`src/rtl/qstm_pkg.sv`:
```
package qstm_pkg;

  localparam int unsigned ROM_ENTRIES = 99;
  localparam int unsigned STR_BYTES   = 64;
  localparam logic [5:0]  COUNT_MAX   = 6'd63;

  typedef enum logic [1:0] {
    ACT_NAME      = 2'd0,
    ACT_VALUE     = 2'd1,
    ACT_END_VALUE = 2'd2,
    ACT_END_NAME  = 2'd3
  } action_t;

  // One word moving down the cell row.
  typedef struct packed {
    logic       valid;
    action_t    action;
    logic [7:0] data;
    logic [5:0] pos;   // byte position, or name length on an end word
    logic [5:0] vcnt;  // value length on an end word
    logic       found;
    logic [6:0] idx;
  } word_t;

  typedef logic [STR_BYTES-1:0][7:0] str_t;

  function automatic logic [7:0] fold(input logic [7:0] c);
    logic [7:0] r;
    r = c;
    if (c >= 8'h41 && c <= 8'h5A) r = c + 8'd32;
    return r;
  endfunction

  function automatic int unsigned str_len(input str_t s);
    int unsigned n;
    n = 0;
    for (int k = 0; k < STR_BYTES; k++) if (s[k] != 8'h00) n = k + 1;
    return n;
  endfunction

  function automatic str_t entry_name(input int unsigned id);
    str_t s;
    s = '0;
    case (id)
      0: s = ":authority";
      1: s = ":path";
      2: s = "age";
      3: s = "content-disposition";
      4: s = "content-length";
      5: s = "cookie";
      6: s = "date";
      7: s = "etag";
      8: s = "if-modified-since";
      9: s = "if-none-match";
      10: s = "last-modified";
      11: s = "link";
      12: s = "location";
      13: s = "referer";
      14: s = "set-cookie";
      15, 16, 17, 18, 19, 20, 21: s = ":method";
      22, 23: s = ":scheme";
      24, 25, 26, 27, 28: s = ":status";
      29, 30: s = "accept";
      31: s = "accept-encoding";
      32: s = "accept-ranges";
      33, 34: s = "access-control-allow-headers";
      35: s = "access-control-allow-origin";
      36, 37, 38, 39, 40, 41: s = "cache-control";
      42, 43: s = "content-encoding";
      44, 45, 46, 47, 48, 49, 50, 51, 52, 53, 54: s = "content-type";
      55: s = "range";
      56, 57, 58: s = "strict-transport-security";
      59, 60: s = "vary";
      61: s = "x-content-type-options";
      62: s = "x-xss-protection";
      63, 64, 65, 66, 67, 68, 69, 70, 71: s = ":status";
      72: s = "accept-language";
      73, 74: s = "access-control-allow-credentials";
      75: s = "access-control-allow-headers";
      76, 77, 78: s = "access-control-allow-methods";
      79: s = "access-control-expose-headers";
      80: s = "access-control-request-headers";
      81, 82: s = "access-control-request-method";
      83: s = "alt-svc";
      84: s = "authorization";
      85: s = "content-security-policy";
      86: s = "early-data";
      87: s = "expect-ct";
      88: s = "forwarded";
      89: s = "if-range";
      90: s = "origin";
      91: s = "purpose";
      92: s = "server";
      93: s = "timing-allow-origin";
      94: s = "upgrade-insecure-requests";
      95: s = "user-agent";
      96: s = "x-forwarded-for";
      97, 98: s = "x-frame-options";
      default: s = '0;
    endcase
    return s;
  endfunction

  function automatic str_t entry_value(input int unsigned id);
    str_t s;
    s = '0;
    case (id)
      1: s = "/";
      2: s = "0";
      4: s = "0";
      15: s = "CONNECT";
      16: s = "DELETE";
      17: s = "GET";
      18: s = "HEAD";
      19: s = "OPTIONS";
      20: s = "POST";
      21: s = "PUT";
      22: s = "http";
      23: s = "https";
      24: s = "103";
      25: s = "200";
      26: s = "304";
      27: s = "404";
      28: s = "503";
      29: s = "*/*";
      30: s = "application/dns-message";
      31: s = "gzip, deflate, br";
      32: s = "bytes";
      33: s = "cache-control";
      34: s = "content-type";
      35: s = "*";
      36: s = "max-age=0";
      37: s = "max-age=2592000";
      38: s = "max-age=604800";
      39: s = "no-cache";
      40: s = "no-store";
      41: s = "public, max-age=31536000";
      42: s = "br";
      43: s = "gzip";
      44: s = "application/dns-message";
      45: s = "application/javascript";
      46: s = "application/json";
      47: s = "application/x-www-form-urlencoded";
      48: s = "image/gif";
      49: s = "image/jpeg";
      50: s = "image/png";
      51: s = "text/css";
      52: s = "text/html; charset=utf-8";
      53: s = "text/plain";
      54: s = "text/plain;charset=utf-8";
      55: s = "bytes=0-";
      56: s = "max-age=31536000";
      57: s = "max-age=31536000; includesubdomains";
      58: s = "max-age=31536000; includesubdomains; preload";
      59: s = "accept-encoding";
      60: s = "origin";
      61: s = "nosniff";
      62: s = "1; mode=block";
      63: s = "100";
      64: s = "204";
      65: s = "206";
      66: s = "302";
      67: s = "400";
      68: s = "403";
      69: s = "421";
      70: s = "425";
      71: s = "500";
      73: s = "FALSE";
      74: s = "TRUE";
      75: s = "*";
      76: s = "get";
      77: s = "get, post, options";
      78: s = "options";
      79: s = "content-length";
      80: s = "content-type";
      81: s = "get";
      82: s = "post";
      83: s = "clear";
      85: s = "script-src 'none'; object-src 'none'; base-uri 'none'";
      86: s = "1";
      91: s = "prefetch";
      93: s = "*";
      94: s = "1";
      97: s = "deny";
      98: s = "sameorigin";
      default: s = '0;
    endcase
    return s;
  endfunction

endpackage

```
`src/rtl/qstm_cell.sv`:
```
module qstm_cell
  import qstm_pkg::*;
#(
  parameter int unsigned ID = 0
) (
  input  logic  clk,
  input  logic  rst,
  input  logic  advance,
  input  word_t word_in,
  output word_t word_out
);

  localparam str_t       NAME_B = entry_name(ID);
  localparam str_t       VAL_B  = entry_value(ID);
  localparam logic [6:0] NLEN   = 7'(str_len(NAME_B));
  localparam logic [6:0] VLEN   = 7'(str_len(VAL_B));

  logic nm_ok, nm_ok_next;
  logic val_ok, val_ok_next;
  logic [6:0] nm_diff, val_diff;
  logic nm_eq, val_eq, hit;
  word_t word_next;

  // Strings sit right-justified, so position p is byte len-1-p.
  always_comb begin
    nm_diff  = NLEN - 7'd1 - {1'b0, word_in.pos};
    val_diff = VLEN - 7'd1 - {1'b0, word_in.pos};
    nm_eq  = ({1'b0, word_in.pos} < NLEN) &&
             (fold(NAME_B[nm_diff[5:0]]) == fold(word_in.data));
    val_eq = ({1'b0, word_in.pos} < VLEN) && (VAL_B[val_diff[5:0]] == word_in.data);
    hit = (word_in.pos != 6'd0) && nm_ok && ({1'b0, word_in.pos} == NLEN) &&
          ((word_in.action == ACT_END_NAME) ||
           (val_ok && ({1'b0, word_in.vcnt} == VLEN)));
  end

  always_comb begin
    nm_ok_next  = nm_ok;
    val_ok_next = val_ok;
    word_next   = word_in;
    if (word_in.valid) begin
      case (word_in.action)
        ACT_NAME:  nm_ok_next  = nm_ok && nm_eq;
        ACT_VALUE: val_ok_next = val_ok && val_eq;
        default: begin
          nm_ok_next  = 1'b1;
          val_ok_next = 1'b1;
          if (!word_in.found && hit) begin
            word_next.found = 1'b1;
            word_next.idx   = 7'(ID);
          end
        end
      endcase
    end
  end

  always_ff @(posedge clk) begin
    if (rst) begin
      nm_ok          <= 1'b1;
      val_ok         <= 1'b1;
      word_out.valid <= 1'b0;
    end else if (advance) begin
      nm_ok    <= nm_ok_next;
      val_ok   <= val_ok_next;
      word_out <= word_next;
    end
  end

endmodule

```
`config.mk`:
```
export PLATFORM = sky130hd
export DESIGN_NAME = qstm_cell
export DESIGN_NICKNAME = d
export VERILOG_FILES = /design/src/rtl/qstm_pkg.sv /design/src/rtl/qstm_cell.sv
export SDC_FILE = /design/constraint.sdc
export NUM_CORES = 1
export LEC_CHECK = 0
export ABC_AREA = 1
export BUFFER_PORTS_ARGS = -buffer_cell sky130_fd_sc_hd__buf_2
export CORE_MARGIN = 8
export CORE_UTILIZATION = 49
export DETAILED_ROUTE_END_ITERATION = 8
export PLACE_DENSITY = 0.83
export SLEW_MARGIN = 5
export SYNTH_ARGS = -nofsm -noshare
export SYNTH_HDL_FRONTEND = slang
export SYNTH_SLANG_ARGS = --single-unit
```
`constraint.sdc`:
```
create_clock -name clk -period 2.58 [get_ports clk]
set_input_delay 0.258 -clock clk [delete_from_list [all_inputs] [get_ports clk]]
set_output_delay 0.258 -clock clk [all_outputs]
set_load 0.02 [all_outputs]
```
==> flow_metrics.py, run 1 <==
metrics = {
    "outcome": {
        "status": "completed",
    },
    "die": {
        "row_count": 22,
        "start_util_pct": 50.28,
        "die_x_um": 77.06,
        "die_area_sq_mm": 0.005937,
        "io_pins": 65,
        "die_h_um": 77.06,
        "core_area_sq_mm": 0.003633,
    },
    "drt": {
        "routed-wl-met3_um": 433,
        "post_drt_wl_per_cell_um": 13.23,
        "initialDrtViolationCount": 104,
        "drt-total-wl_um": 4274,
        "viasPerCell": 5.040,
        "highest_layer": "met4",
        "drc": 0,
        "drtPass1Iterations": 4,
        "met1_length_um": 1635,
        "via_count": 1628,
        "dr_wl_met2_um": 2132,
        "antenna_left": 0,
    },
    "timing": {
        "holdWs_ns": 0.1662,
        "max_freq_mhz": 466.6,
        "max-slew-margin-rel_pct": 73.90,
        "hold_violations": 0,
        "fin_crit_sh_pct": 83.06,
        "skew_ns": 0.002473,
        "fin_crit_ns": 2.143,
        "setup_tns_ns": 0,
        "maxSlewViolCount": 0,
        "finalSetupViolCount": 0,
        "rsz0062_at_grt": "no",
        "tightest_slew_ns": 0.3910,
    },
    "grt": {
        "grt_max_degree": 24,
        "grt_pass1_wl_um": 6824,
        "overflow": 0,
        "antenna_found_initial": 0,
        "track_usage_pct": 14.09,
        "grt_pass1_vias": 1475,
    },
    "yosys": {
        "synth_most_common_cell": "nand2_1",
        "avgSynthCellArea_sq_um": 9.043,
        "ys_seq_area_share_pct": 52.60,
        "syn_nets": 246,
        "ys.flop_type": "edfxtp_1",
        "synth_edf_count": 30,
        "synthTopCellsByArea": "edfxtp_1 (49%), nand2_1 (10%), ha_1 (6.8%), inv_1 (6.2%), nand3_1 (6.0%)",
        "yosysTopAreaCellShare_pct": 49.32,
        "synth-seq-cells": 33,
        "ys_types": 24,
        "netlist_area_sq_mm": 0.001827,
        "netlist_top_cells_count": "nand2_1 (50), edfxtp_1 (30), inv_1 (30), nand3_1 (22), nor2_1 (14)",
        "async_flop_share_pct": 0,
        "ys_warn_count": 0,
        "yosysTopAreaCell": "edfxtp_1",
        "synthCells": 202,
    },
    "cells_and_area": {
        "fin_area_sq_mm": 0.002333,
        "diodes": 0,
        "area_growth_pct": 27.74,
        "fin_nets": 318,
        "fin_util_pct": 64.22,
        "drive_gt1_share_pct": 34.18,
    },
    "cts": {
        "holdBufCountCts": 0,
        "cts_resized": 0,
        "path_clk_slew_ns": 0.07,
        "htree_levels": 2,
        "cts_root_buffer": "clkbuf_8",
        "cts_buffers": 5,
        "insertion_delay_ns": 0.28,
        "postCtsSetupBuffers": 0,
        "cts_tree": "built",
        "cts.sinks": 33,
        "clock_path_buffers": 2,
    },
    "placement": {
        "dpl_cell_area_sq_mm": 0.002217,
        "hpwl_um": 3384,
        "portBuffers": 64,
        "place_congestion": 0.8485,
    },
    "setup_path": {
        "worstPathRequired_ns": 2.76,
        "end_kind": "flip-flop",
        "start_kind": "input port",
        "rrSetupSlack_ns": 1.29,
        "crit_type": "in -> reg",
        "worst_ep_arrival_time_ns": 2.33,
        "setup.worst_path.start": "word_in[15]",
        "crit_path_max_fanout": 6,
        "r2r_start": "nm_ok$_SDFFE_PP1P_",
    },
    "pwr": {
        "ir_worst_vdd_v": 0.0002483,
        "power_uw": 1385,
        "powerDensity_mw_per_mm2": 593.7,
        "p_leak_uw": 0.001143,
    },
    "min_path": {
        "min_from": "word_in[10]",
        "hold_class": "in -> reg",
    },
    "flow_run": {
        "cap_violations": 0,
    },
}
-- registers in the layout, summed over array words and instances (netlist names) --
name      cells
word_out     31
nm_ok         1
val_ok        1
-- critical path, cell delays in order --
cell	delay, ns
buf_2	0.14
clkinv_1	0.18
ha_1	0.27
inv_1	0.07
nand2_2	0.11
nand2_1	0.13
nand2_1	0.07
nand2_1	0.12
nand3_1	0.11
inv_1	0.09
ha_1	0.23
inv_1	0.05
nand4_1	0.11
nand3_1	0.10
nand2_1	0.06
nand3_1	0.08
nand2_1	0.05
nand2_1	0.06
nand2_1	0.04
-- where the power goes --
part	internal (uW)	switching (uW)	leakage, uW	total (uW)
Clock	315	178	0.0000585	493
Sequential	622	8.21	0.000306	630
Combinational	89.1	173	0.000778	262
-- placed cells by master, fill, tap and decap left out --
cell / synthesis / layout
clkinv_1: 1 / 1
nand3_2: 1 / 1
o21ai_1: 2 / 2
ha_1: 10 / 10
edfxtp_1: 30 / 30
inv_2: 3 / 3
bufinv_16: 0 / 1
nor2_1: 14 / 13
o21ai_0: 6 / 6
o21bai_1: 1 / 1
nand3_1: 22 / 22
nand2_4: 2 / 2
nor4_1: 1 / 1
nor2_2: 3 / 4
buf_2: 0 / 64
nand2_2: 7 / 7
nand4_1: 4 / 4
nor2_4: 3 / 3
buf_4: 0 / 1
dfxtp_1: 3 / 3
a21oi_1: 3 / 3
a31o_2: 1 / 1
nand3b_1: 1 / 1
and2_4: 1 / 1
nand2_1: 50 / 50
nor3_1: 3 / 3
clkbuf_1: 0 / 1
clkbuf_8: 0 / 6
inv_1: 30 / 30
-- area by class of cell --
type / count / area [sq um]
clock inverter: 1 / 30.03
fill: 290 / 1300
tap: 48 / 60.06
clock buffer: 7 / 86.33
multi-input combinational: 135 / 740.7
timing repair buffer: 65 / 327.8
sequential: 33 / 960.9
inverter: 34 / 127.6
-- worst paths after layout --
check / end / cells after the start
max: nm_ok$_SDFFE_PP1P_ / 19
min: word_out[10]$_DFFE_PP_ / 1
max reg2reg: word_out[2]$_DFFE_PP_ / 5
min reg2reg: nm_ok$_SDFFE_PP1P_ / 2
-- logic make-up after synthesis --
group                      synth area share, %
and+or+nand+nor                          29.66
buffers and inverters                    6.986
DFF                                      52.60
AOI/OAI and AO/OA                        3.904
adders and majority gates                6.849
-- through the flow --
stage / worst slack [ns] / instances
after detailed placement: 0.1545 / 315
after floorplan: 0.5815 / 202
final: 0.4369 / 323
after global routing: 0.1917 / 323
after global placement: 0.3008 / 315
after CTS: 0.4573 / 323
-- routing by layer --
metal,vias to the layer above,global-route usage [%]
met5,-,0
met4,0,6.038
met1,741,14.65
met2,74,24.21
li1,806,-
met3,7,6.061
Power figures use the tool's default switching activity.
==> inputs of run 2 (changes only) <==
Settings changed: CORE_UTILIZATION 49 to 45, PLACE_DENSITY 0.83 to 0.8.
Clock period 2.58 ns to 1.8 ns, I/O delays scaled along.
==> run 2 against run 1 <==
Sequential share of layout area decreased by 1.9 points; die area increased by 7.0%; critical path depth unchanged; wire length increased by 2.9%; design area increased by 4.9%; clock-buffer cell count decreased by 1; clock power increased by 7.5%; critical endpoint unchanged.
==> flow_metrics.py, run 2 (synthesized netlist as in run 1, its figures left out) <==
metrics = {
    "cells_and_area": {
        "fin_util_pct": 62.11,
        "stdcell_count": 337,
        "drive_gt1_share_pct": 41.11,
        "fin_area_sq_mm": 0.002449,
        "reg_top3": "word_out (31), nm_ok (1), val_ok (1)",
        "fillers": 317,
        "largest-register": "word_out",
        "largest_reg_flops": 31,
        "area_growth_pct": 34.04,
        "layout_common_cells": "buf_2 (64), nand2_1 (47), edfxtp_1 (30)",
        "fin_nets": 330,
        "regArea_sq_um": 960.9,
        "diodes": 0,
        "multi_input_area_sq_um": 780.7,
        "layout_commonest_cell": "buf_2",
    },
    "cts": {
        "clock_path_buffers": 2,
        "cts_buffers": 5,
        "cts_root_buffer": "clkbuf_8",
        "cts_tree": "built",
        "path_clk_slew_ns": 0.06,
        "htree_levels": 2,
        "cts.sinks": 33,
        "insertion_delay_ns": 0.28,
    },
    "grt": {
        "track_usage_pct": 13.15,
        "grt_pass1_vias": 1585,
        "overflow": 0,
        "antenna_found_initial": 0,
        "grt_max_degree": 27,
        "grt_pass1_wl_um": 6610,
    },
    "die": {
        "die_x_um": 79.72,
        "die_h_um": 79.72,
        "start_util_pct": 46.33,
        "core_area_sq_mm": 0.003943,
        "die_area_sq_mm": 0.006354,
        "io_pins": 65,
        "row_count": 23,
    },
    "drt": {
        "drt-total-wl_um": 4397,
        "drtPass1Iterations": 4,
        "drc": 0,
        "viasPerCell": 4.917,
        "initialDrtViolationCount": 133,
        "via_count": 1657,
        "post_drt_wl_per_cell_um": 13.05,
        "antenna_left": 0,
    },
    "timing": {
        "finalSetupViolCount": 0,
        "tightest_slew_ns": 0.3461,
        "max_freq_mhz": 604.1,
        "setup_ws_ns": 0.1447,
        "hold_violations": 0,
        "setup_tns_ns": 0,
        "fin_crit_ns": 1.655,
        "maxSlewViolCount": 0,
        "fin_crit_sh_pct": 91.96,
        "skew_ns": 0.001598,
        "max-slew-margin-rel_pct": 76.90,
    },
    "pwr": {
        "p_leak_uw": 0.001195,
        "p_clk_share_pct": 28.6,
        "p_switching_uw": 536.3,
        "ir_worst_vdd_v": 0.0003203,
        "power.share.switching_pct": 28.90,
        "powerDensity_mw_per_mm2": 757.8,
        "seqPwrFrac_pct": 48.6,
        "internal_power_uw": 1319,
        "power_frac_comb_pct": 22.8,
    },
    "setup_path": {
        "crit_type": "in -> reg",
        "end_kind": "flip-flop",
        "start_kind": "input port",
        "worstPathRequired_ns": 1.98,
        "worst_ep_arrival_time_ns": 1.84,
        "crit_path_max_fanout": 8,
    },
    "placement": {
        "hpwl_um": 3424,
        "dpl_cell_area_sq_mm": 0.002320,
        "place_congestion": 0.9062,
        "place_ws_ns": -0.2603,
        "portBuffers": 64,
        "place_inst": 327,
    },
    "min_path": {
        "hold_class": "in -> reg",
    },
    "flow_run": {
        "cap_violations": 0,
    },
    "outcome": {
        "status": "completed",
    },
}
-- run 2: changes by cell type in the layout (fill, tap and decap cells not counted), moves of 2 or more --
cell / delta
inv_1: -3
clkinv_2: +2
nand2_1: -3
nand2_2: +2
buf_4: +10
ha_1: -2
inv_2: +4
-- run 2: through the flow --
stage,hold WS [ns],power (uW)
detailed placement,0.3803,1325
finish,0.09157,1855
CTS,0.08392,1848
global placement,0.3708,1312
global route,0.08703,1943
floorplan,0.2491,1162
-- run 2: repair_timing --
item,CTS,global route
setup buffers,0,2
gates resized for setup,0,13
hold buffers,0,0
setup endpoints to repair,0,1
hold endpoints to repair,0,0
-- run 2: routing by layer --
layer	GRT usage, %	share of wire, %	wire length (um)
met1	13.00	37	1613
met2	24.04	50	2185
met3	3.716	11	488
met4	7.222	2.5	108
met5	0	0	0
-- run 2: power by group through the flow --
stage / Combinational, uW / Clock, uW / Sequential, uW
2_1_floorplan: 180 / 0 / 983
3_3_place_gp: 395 / 0 / 917
3_5_place_dp: 406 / 0 / 919
4_1_cts: 407 / 538 / 902
5_1_grt: 467 / 569 / 907
6_report: 424 / 530 / 902
-- run 2: layout make-up --
class                      instances  share of cell area, %
clock buffer                       6                  2.964
clock inverter                     2                 0.4088
inverter                          34                  5.212
multi-input combinational        135                  31.89
sequential                        33                  39.24
tap                               50                  2.555
timing repair buffer              77                  17.73
-- run 2: worst paths after layout --
| kind | cells past startpoint | endpoint | slack [ns] | startpoint |
|---|---|---|---|---|
| setup / recovery | 19 | nm_ok$_SDFFE_PP1P_ | 0.14 | word_in[15] |
| hold / removal | 1 | word_out[10]$_DFFE_PP_ | 0.09 | word_in[10] |
| setup reg to reg | 5 | word_out[3]$_DFFE_PP_ | 0.46 | nm_ok$_SDFFE_PP1P_ |
| hold reg to reg | 2 | nm_ok$_SDFFE_PP1P_ | 0.47 | nm_ok$_SDFFE_PP1P_ |
-- run 2: worst max-delay path: stages --
cell     delay [ns]
buf_2          0.11
inv_2          0.08
ha_4           0.15
inv_2          0.04
nand2_4        0.08
buf_6          0.11
nand2_4        0.06
nand2_1        0.07
nand2_2        0.07
nor2_4         0.09
ha_2           0.27
inv_1          0.05
nand4_1        0.11
nand3_1        0.09
nand2_1        0.05
nand3_1        0.07
nand2_1        0.05
nand2_1        0.05
nand2_1        0.04
==> inputs of run 3 (changes only) <==
Settings changed: PLACE_DENSITY 0.8 to default, PLACE_DENSITY_LB_ADDON from default to 0.3, RECOVER_POWER from default to 100.
==> run 3 against run 2 <==
Global-route usage grew 0.59 points; power is 2.3% higher; critical path depth stayed put; utilization shrank 1.9 points.
==> flow_metrics.py, run 3 (synthesized netlist as in run 1, its figures left out) <==
metrics = {
    "drt": {
        "drt-total-wl_um": 4295,
        "via_count": 1597,
        "viasPerCell": 4.753,
        "post_drt_wl_per_cell_um": 12.78,
        "drtPass1Iterations": 4,
        "antenna_left": 0,
        "drc": 0,
        "initialDrtViolationCount": 64,
    },
    "cts": {
        "cts_buffers": 5,
        "postCtsSetupBuffers": 0,
        "htree_levels": 2,
        "cts_root_buffer": "clkbuf_8",
        "cts_tree": "built",
        "clock_path_buffers": 2,
        "cts.sinks": 33,
        "insertion_delay_ns": 0.28,
        "path_clk_slew_ns": 0.07,
    },
    "pwr": {
        "seqPwrFrac_pct": 47.6,
        "internal_power_uw": 1371,
        "p_switching_uw": 527.2,
        "powerDensity_mw_per_mm2": 799.2,
        "p_leak_uw": 0.001058,
        "power.share.switching_pct": 27.78,
        "p_clk_share_pct": 31.7,
        "ir_worst_vdd_v": 0.0003073,
        "power_frac_comb_pct": 20.7,
    },
    "timing": {
        "fin_crit_ns": 1.651,
        "holdWs_ns": 0.07761,
        "max-slew-margin-rel_pct": 59.49,
        "skew_ns": 0.002345,
        "hold_violations": 0,
        "maxSlewViolCount": 0,
        "tightest_slew_ns": 0.6054,
        "max_freq_mhz": 605.7,
        "fin_crit_sh_pct": 91.72,
        "setup_tns_ns": 0,
        "finalSetupViolCount": 0,
    },
    "die": {
        "die_h_um": 79.72,
        "io_pins": 65,
        "core_area_sq_mm": 0.003943,
        "start_util_pct": 46.33,
        "die_x_um": 79.72,
        "die_area_sq_mm": 0.006354,
        "row_count": 23,
    },
    "cells_and_area": {
        "largest_reg_flops": 31,
        "layout_commonest_cell": "clkbuf_1",
        "fin_util_pct": 60.23,
        "diodes": 0,
        "fin_area_sq_mm": 0.002375,
        "regArea_sq_um": 960.9,
        "layout_common_cells": "clkbuf_1 (49), nand2_1 (48), edfxtp_1 (30)",
        "drive_gt1_share_pct": 23.78,
        "stdcell_count": 336,
        "fin_nets": 329,
        "fillers": 373,
        "largest-register": "word_out",
        "multi_input_area_sq_um": 778.2,
        "reg_top3": "word_out (31), nm_ok (1), val_ok (1)",
        "area_growth_pct": 30.00,
    },
    "grt": {
        "grt_max_degree": 25,
        "grt_pass1_vias": 1508,
        "overflow": 0,
        "grt_pass1_wl_um": 6934,
        "track_usage_pct": 13.74,
        "antenna_found_initial": 0,
    },
    "setup_path": {
        "crit_type": "in -> reg",
        "path_cells": "buf_2, inv_1, ha_4, inv_2, nand2_4, nand2_2, nand2_1, nand2_2, nand3_2, inv_2, ha_2, inv_1, nand4_1, nand3_1, nand2_1, nand3_1, nand2_1, nand2_1, nand2_1",
        "rrSetupSlack_ns": 0.41,
        "crit_path_max_fanout": 5,
        "slowest_delay_ns": 0.26,
        "end_kind": "flip-flop",
        "worst_path_most_repeated_cell": "nand2_1",
        "cp_slowest_cell": "ha_2",
        "worst_ep_arrival_time_ns": 1.83,
        "worstPathRequired_ns": 1.98,
        "start_kind": "input port",
    },
    "placement": {
        "dpl_cell_area_sq_mm": 0.002327,
        "hpwl_um": 3462,
        "place_inst": 328,
        "portBuffers": 64,
        "place_congestion": 0.7735,
    },
    "flow_run": {
        "cap_violations": 0,
    },
    "outcome": {
        "status": "completed",
    },
    "min_path": {
        "hold_class": "in -> reg",
    },
}
run 3: cell count changes in the layout (fill, tap and decap cells not counted), sizes merged:
cell and delta:
clkbuf +51, clkinv -1, buf -51
run 3: path summary, 6_finish.rpt:
| check | start | endpoint | depth (start not counted) |
|---|---|---|---|
| worst min-delay path | rst | word_out[30]$_SDFFE_PP0P_ | 2 |
| worst max-delay path | word_in[16] | nm_ok$_SDFFE_PP1P_ | 19 |
| worst min register to register | nm_ok$_SDFFE_PP1P_ | nm_ok$_SDFFE_PP1P_ | 2 |
| worst max register to register | nm_ok$_SDFFE_PP1P_ | word_out[6]$_DFFE_PP_ | 5 |
run 3: what timing repair did:
item | CTS | global route
hold buffers | 0 | 0
resized for setup | 0 | 13
endpoints found under the setup margin | 0 | 1
run 3: final cells by class:
cell class | count | area share [%]
tap | 50 | 2.634
timing repair buffer | 76 | 14.49
multi-input combinational | 135 | 32.77
inverter | 34 | 5.374
sequential | 33 | 40.46
clock buffer | 7 | 4.057
clock inverter | 1 | 0.2107
run 3: critical path, delay by kind of cell:
kind | cells | cell delay [ns]
buf+inv | 5 | 0.36
simple gates | 12 | 0.87
fa+ha+maj | 2 | 0.42
run 3: stage by stage:
step | setup WS [ns] | power [uW]
finish | 0.1490 | 1898
detailed placement | -0.2514 | 1324
floorplan | -0.08973 | 1162
global placement | -0.1572 | 1315
global route | -0.02406 | 1993
CTS | 0.03330 | 1929
run 3: power by group through the flow:
stage | sequential [uW] | clock (uW) | combinational (uW)
finish | 904 | 602 | 392
global route | 909 | 646 | 438
CTS | 902 | 619 | 408
detailed placement | 918 | 0 | 406
global placement | 917 | 0 | 398
floorplan | 983 | 0 | 180
run 3: per-layer routing:
| layer | vias to the layer above | track usage (%) | routed length, um |
|---|---|---|---|
| met5 | - | 0 | 0 |
| met4 | 0 | 6.111 | 78 |
| met3 | 6 | 3.716 | 359 |
| met2 | 41 | 23.63 | 2047 |
| met1 | 721 | 15.45 | 1809 |
| li1 | 829 | - | - |
